### src/rtl/fpc_pkg.sv
package fpc_pkg;

    // Default number of cache slots.
    localparam int unsigned SLOT_COUNT_DEF = 1024;

    // FNV-1a 64-bit hash constants. The prime is 2^40 + 0x1b3.
    localparam logic [63:0] FNV_OFFSET = 64'hcbf2_9ce4_8422_2325;

    // The key is hashed as 38 bytes, first byte in the top bits.
    localparam int unsigned KEY_BYTES = 38;
    localparam int unsigned KEY_W     = KEY_BYTES * 8;
    localparam int unsigned HASH_W    = 64;
    localparam int unsigned META_W    = 44;

    // Fragment kind codes. The fourth code is handled like an unfragmented packet.
    localparam logic [1:0] KIND_NONE  = 2'd0;
    localparam logic [1:0] KIND_FIRST = 2'd1;
    localparam logic [1:0] KIND_LATER = 2'd2;

    typedef struct packed {
        logic [META_W-1:0] meta;     // version, protocol, fragment id
        logic [63:0]       src_hi;
        logic [63:0]       src_lo;
        logic [63:0]       dst_hi;
        logic [63:0]       dst_lo;
        logic [31:0]       ports;    // source port high, destination port low
    } slot_entry_t;

    typedef struct packed {
        logic rd;
        logic wr;
    } store_cmd_t;

    // One FNV-1a round: xor in a byte, then multiply by the prime as shifted adds.
    function automatic logic [63:0] fnv_step(input logic [63:0] h, input logic [7:0] b);
        logic [63:0] x;
        x = h ^ {56'd0, b};
        return (x << 40) + (x << 8) + (x << 7) + (x << 5) + (x << 4) + (x << 1) + x;
    endfunction

endpackage

### src/rtl/fpc_hash.sv
module fpc_hash import fpc_pkg::*; #(
    parameter int unsigned SLOT_COUNT = SLOT_COUNT_DEF
) (
    input  logic                          aclk,
    input  logic                          aresetn,
    input  logic                          start,
    input  logic [KEY_W-1:0]              key,
    output logic                          done,
    output logic [$clog2(SLOT_COUNT)-1:0] index
);

    localparam int unsigned SLOT_W     = $clog2(SLOT_COUNT);
    localparam bit          IS_POW2    = (SLOT_COUNT & (SLOT_COUNT - 1)) == 0;
    localparam int unsigned DIGIT_W    = 16;
    localparam int unsigned MOD_DIGITS = HASH_W / DIGIT_W;
    localparam int unsigned MOD_SHIFT  = 32 + SLOT_W;
    // Rounded-up reciprocal of the slot count; exact quotients for 32-bit numerators.
    localparam logic [32:0] MOD_RECIP  =
        33'(((64'd1 << MOD_SHIFT) + 64'(SLOT_COUNT) - 64'd1) / 64'(SLOT_COUNT));

    typedef enum logic [1:0] {
        H_IDLE,
        H_MIX,
        H_MUL,
        H_SUB
    } hash_state_t;

    hash_state_t         state_reg;
    logic [HASH_W-1:0]   h_reg;
    logic [KEY_W-1:0]    key_reg;
    logic [5:0]          cnt_reg;
    logic [SLOT_W-1:0]   rem_reg;
    logic [SLOT_W-1:0]   index_reg;
    logic                done_reg;
    logic [64:0]         mod_prod_reg;

    logic [HASH_W-1:0]   h_next;
    logic [31:0]         mod_num;
    logic [15:0]         mod_quot;
    logic [SLOT_W-1:0]   rem_next;

    assign h_next   = fnv_step(h_reg, key_reg[KEY_W-1 -: 8]);
    assign mod_num  = 32'({rem_reg, h_reg[HASH_W-1 -: DIGIT_W]});
    assign mod_quot = 16'(mod_prod_reg >> MOD_SHIFT);
    assign rem_next = SLOT_W'(mod_num - 32'(mod_quot) * 32'(SLOT_COUNT));

    // Bytes are mixed one per cycle. For a slot count that is not a power of
    // two the hash is then reduced 16 bits at a time: a reciprocal multiply
    // gives the digit quotient, and the next cycle subtracts quotient times
    // the slot count, for each of the four digits.
    always_ff @(posedge aclk) begin
        if (!aresetn) begin
            state_reg <= H_IDLE;
            done_reg  <= 1'b0;
        end else begin
            done_reg <= 1'b0;
            unique case (state_reg)
                H_IDLE: begin
                    if (start) begin
                        h_reg     <= FNV_OFFSET;
                        key_reg   <= key;
                        cnt_reg   <= '0;
                        state_reg <= H_MIX;
                    end
                end
                H_MIX: begin
                    h_reg   <= h_next;
                    key_reg <= key_reg << 8;
                    cnt_reg <= cnt_reg + 6'd1;
                    if (cnt_reg == 6'(KEY_BYTES - 1)) begin
                        cnt_reg <= '0;
                        rem_reg <= '0;
                        if (IS_POW2) begin
                            index_reg <= h_next[SLOT_W-1:0];
                            done_reg  <= 1'b1;
                            state_reg <= H_IDLE;
                        end else begin
                            state_reg <= H_MUL;
                        end
                    end
                end
                H_MUL: begin
                    mod_prod_reg <= 65'(mod_num) * 65'(MOD_RECIP);
                    state_reg    <= H_SUB;
                end
                H_SUB: begin
                    rem_reg <= rem_next;
                    h_reg   <= h_reg << DIGIT_W;
                    cnt_reg <= cnt_reg + 6'd1;
                    if (cnt_reg == 6'(MOD_DIGITS - 1)) begin
                        index_reg <= rem_next;
                        done_reg  <= 1'b1;
                        state_reg <= H_IDLE;
                    end else begin
                        state_reg <= H_MUL;
                    end
                end
                default: state_reg <= H_IDLE;
            endcase
        end
    end

    assign done  = done_reg;
    assign index = index_reg;

endmodule

### config.mk
export PLATFORM = sky130hd
export DESIGN_NAME = fpc_hash
export DESIGN_NICKNAME = d
export VERILOG_FILES = /design/src/rtl/fpc_pkg.sv /design/src/rtl/fpc_hash.sv
export SDC_FILE = /design/constraint.sdc
export NUM_CORES = 1
export LEC_CHECK = 0
export ABC_AREA = 1
export BUFFER_PORTS_ARGS = -buffer_cell sky130_fd_sc_hd__buf_2
export CAP_MARGIN = 20
export CORE_MARGIN = 3
export CORE_UTILIZATION = 40
export CTS_CLUSTER_DIAMETER = 150
export CTS_CLUSTER_SIZE = 25
export DETAILED_ROUTE_END_ITERATION = 10
export PLACE_DENSITY = 0.57
export SYNTH_ARGS = -nofsm -noshare
export SYNTH_HDL_FRONTEND = slang
export SYNTH_SLANG_ARGS = --single-unit
### constraint.sdc
create_clock -name aclk -period 36.8 [get_ports aclk]
set_clock_uncertainty 0.2 [all_clocks]
set_input_delay 5.52 -clock aclk [delete_from_list [all_inputs] [get_ports aclk]]
set_output_delay 5.52 -clock aclk [all_outputs]
set_load 0.01 [all_outputs]
==> summary.md <==
| Metric | Value |
|---|---|
| Worst R2R Start | `h_reg[1]` |
| Max layer used | `met5` |
| Setup crit start kind | `primary input` |
| Die X-Extent | `267 um` |
| Fin crit period | `8.61 ns` |
| Largest register FFs | `304` |
| Final Non-Filler Cells | `4372` |
| Hold EP | `key_reg[13]` |
| Post-DP Area | `0.0297 mm2` |
| Final setup viols | `0` |
| Crit Path Max Fanout | `195` |
| RSZ-0062 raised after global routing | `false` |
| Worst-Margin Slew | `1.19 ns` |
| Top cells by count, synth | `1376 x nand2_1, 590 x inv_1, 378 x edfxtp_1, 215 x fa_1, 107 x nor2_1` |
| Post-DR wirelength/cell | `17.7 um` |
| Fmax | `0.116 GHz` |
| Clock transition at path regs | `0.10 ns` |
| Worst Path Arrival | `8.59 ns` |
| Clock sink count | `381` |
| DP HPWL | `60500 um` |
| I/O Pins | `318` |
| Most common cell in the netlist | `nand2_1` |
| Fin. Hold Viols | `0` |
| GP Congestion | `0.934` |
| R2R Path End | `h_reg[47]` |
| Row count | `95` |
| Maxcap violations | `0` |
| Setup Buffers After CTS | `0` |
| Post-synth ARST share | `0%` |
| Area contributors post-synth | `edfxtp_1 42%, nand2_1 19%, fa_1 16%` |
| Synth Register Bits | `381` |
| Status | `complete, no violations` |
| Ys flop type | `edfxtp_1` |
| Total core area | `0.0674 mm2` |
| HP Start | `key_reg[5]` |
| Fin. max-slew vios | `0` |
| Cell Area, Synth | `0.0273 mm2` |
| Maximum buffer depth of the clock tree | `3` |
| Critical path type | `primary input to register` |
| Dpl ws | `27.61 ns` |
| Post-synthesis sequential area ratio | `41.9%` |
| Nets@finish | `4104` |
| H-tree depth | `1` |
| Input/output buffers | `317` |
| EDFF count, synth | `378` |
| Die extent in y | `267 um` |
| Post-synth top area share | `41.6%` |
| Setup TNS | `0 ns` |
| Crit path setup slack, layout | `28.19 ns` |
| CP cell instances | `buf_2 -> o21ai_0 -> nor2_4 -> buf_12 -> buf_4` |
| Met1 wire length | `34300 um` |
| Total grt overflow | `0` |
| Slowest cell on the critical path | `buf_4` |
| CP endpoint kind | `register` |
| Crit path largest cell delay | `0.90 ns` |
| Post-layout instance area | `0.0303 mm2` |
| Hold WC Path Type | `register to register` |
| DIE AREA | `0.0713 mm2` |
| Share of layout cells above drive strength 1 | `12.4%` |
| TritonCTS clock tree | `built` |
| Distinct cells, synth | `39` |
| Flop2flop setup slack | `31.39 ns` |
| Detailed Route WL | `77500 um` |
| Largest net degree at the start of global routing | `196` |
| First-pass GRT wire length | `117000 um` |
| Cts hold-fix bufs | `0` |
| FF-to-FF path depth | `24` |
| Hold path depth | `2` |
| Worst-skew pair later-pin latency | `0.58 ns` |
| Initial antenna violation count | `30` |
| Mean post-synth cell area | `8.51 um2` |
| Largest area contributor in the netlist | `edfxtp_1` |
| DR iter-0 viols | `1852` |
| Number of fill cells | `6769` |
| DRT antenna net count | `0` |
| PostCTS Resize Cnt | `0` |
| YS warnings | `0` |
| CP required | `36.79 ns` |
| 1st-pass router iterations | `6` |
| Global Route Usage Sum | `21.6%` |
| Mapped Nets | `3833` |
| Syn Inst Count | `3205` |
| Vias in the first global route | `20319` |
| Met3 wire length | `5260 um` |
| Met2 routed WL | `36000 um` |
| Residual DRC count | `0` |
| Tcrit/Tclk final | `23.4%` |
| Clk root buf | `clkbuf_16` |
| Vias/cell | `4.75` |
| Vias | `20772` |
| Slew HR | `20.5%` |
| Post-Place Cells | `4327` |
| Area Growth Syn to Fin | `11.2%` |
| Starting density of the core | `40.4%` |
| CTS Buf Count | `19` |
## how the worst max path moves through the flow
stage | endpoint | startpoint | slack, ns | cells past startpoint
global route | key_reg[250] | aresetn | 27.98 | 5
detailed placement | key_reg[249] | aresetn | 27.61 | 5
floorplan | key_reg[0] | aresetn | 17.42 | 2
global placement | key_reg[241] | aresetn | 27.59 | 5
CTS | key_reg[241] | aresetn | 28.22 | 5
finish | key_reg[241] | aresetn | 28.19 | 5
## placed cells by master (no fill, tap or decap), types with 19 or more instances in the layout
cell	n
a21oi_1	75
nand3_1	70
o21ai_0	45
nor2_1	106
clkbuf_16	19
edfxtp_1	378
ha_1	106
nand2_2	22
buf_2	317
nand2_1	1376
nor2_2	21
fa_1	215
inv_1	590
## metal layers
layer  GRT usage (%)  vias up
met5               0        -
met4            5.45       24
met3            3.66      102
met2            34.7      581
met1            30.6     9738
li1                -    10327
## area by class of cell
| class | count | area, um2 | area share (%) |
|---|---|---|---|
| clock buffers | 24 | 494 | 1.63 |
| flip-flops and latches | 381 | 11400 | 37.7 |
| well taps | 873 | 1090 | 3.60 |
| multi-input cells | 2146 | 13300 | 43.8 |
| repair buffers | 331 | 1710 | 5.64 |
| inverters | 597 | 2250 | 7.42 |
| diodes | 17 | 42.5 | 0.140 |
| clock inverters | 3 | 33.8 | 0.111 |
## worst max-delay path: cells and delay by family
kind	cells	cell delay (ns)
buffers and inverters	3	1.67
and+or+nand+nor	1	0.83
AOI/OAI and AO/OA	1	0.22
## through the flow
| step | hold WS, ns | util (%) |
|---|---|---|
| after floorplan | 0.294 | - |
| after global placement | 0.298 | 44.1 |
| after detailed placement | 0.303 | 44.1 |
| after CTS | 0.305 | 44.9 |
| after global routing | 0.334 | 44.9 |
| final | 0.302 | 45.0 |
## cells by family (layout without fill, tap and decap cells)
| kind of cell | after synthesis | count (layout) | synth area share, % |
|---|---|---|---|
| compound gates | 159 | 159 | 3.23 |
| xor+xnor | 21 | 21 | 0.702 |
| fa+ha+maj | 321 | 321 | 20.7 |
| buf+inv | 678 | 955 | 9.53 |
| flops | 381 | 381 | 41.9 |
| other cells | 0 | 17 | 0 |
| simple gates | 1645 | 1645 | 24.0 |
Power is not shown: default switching activity piles up to over one toggle a cycle in this logic, so the estimate is an artifact.
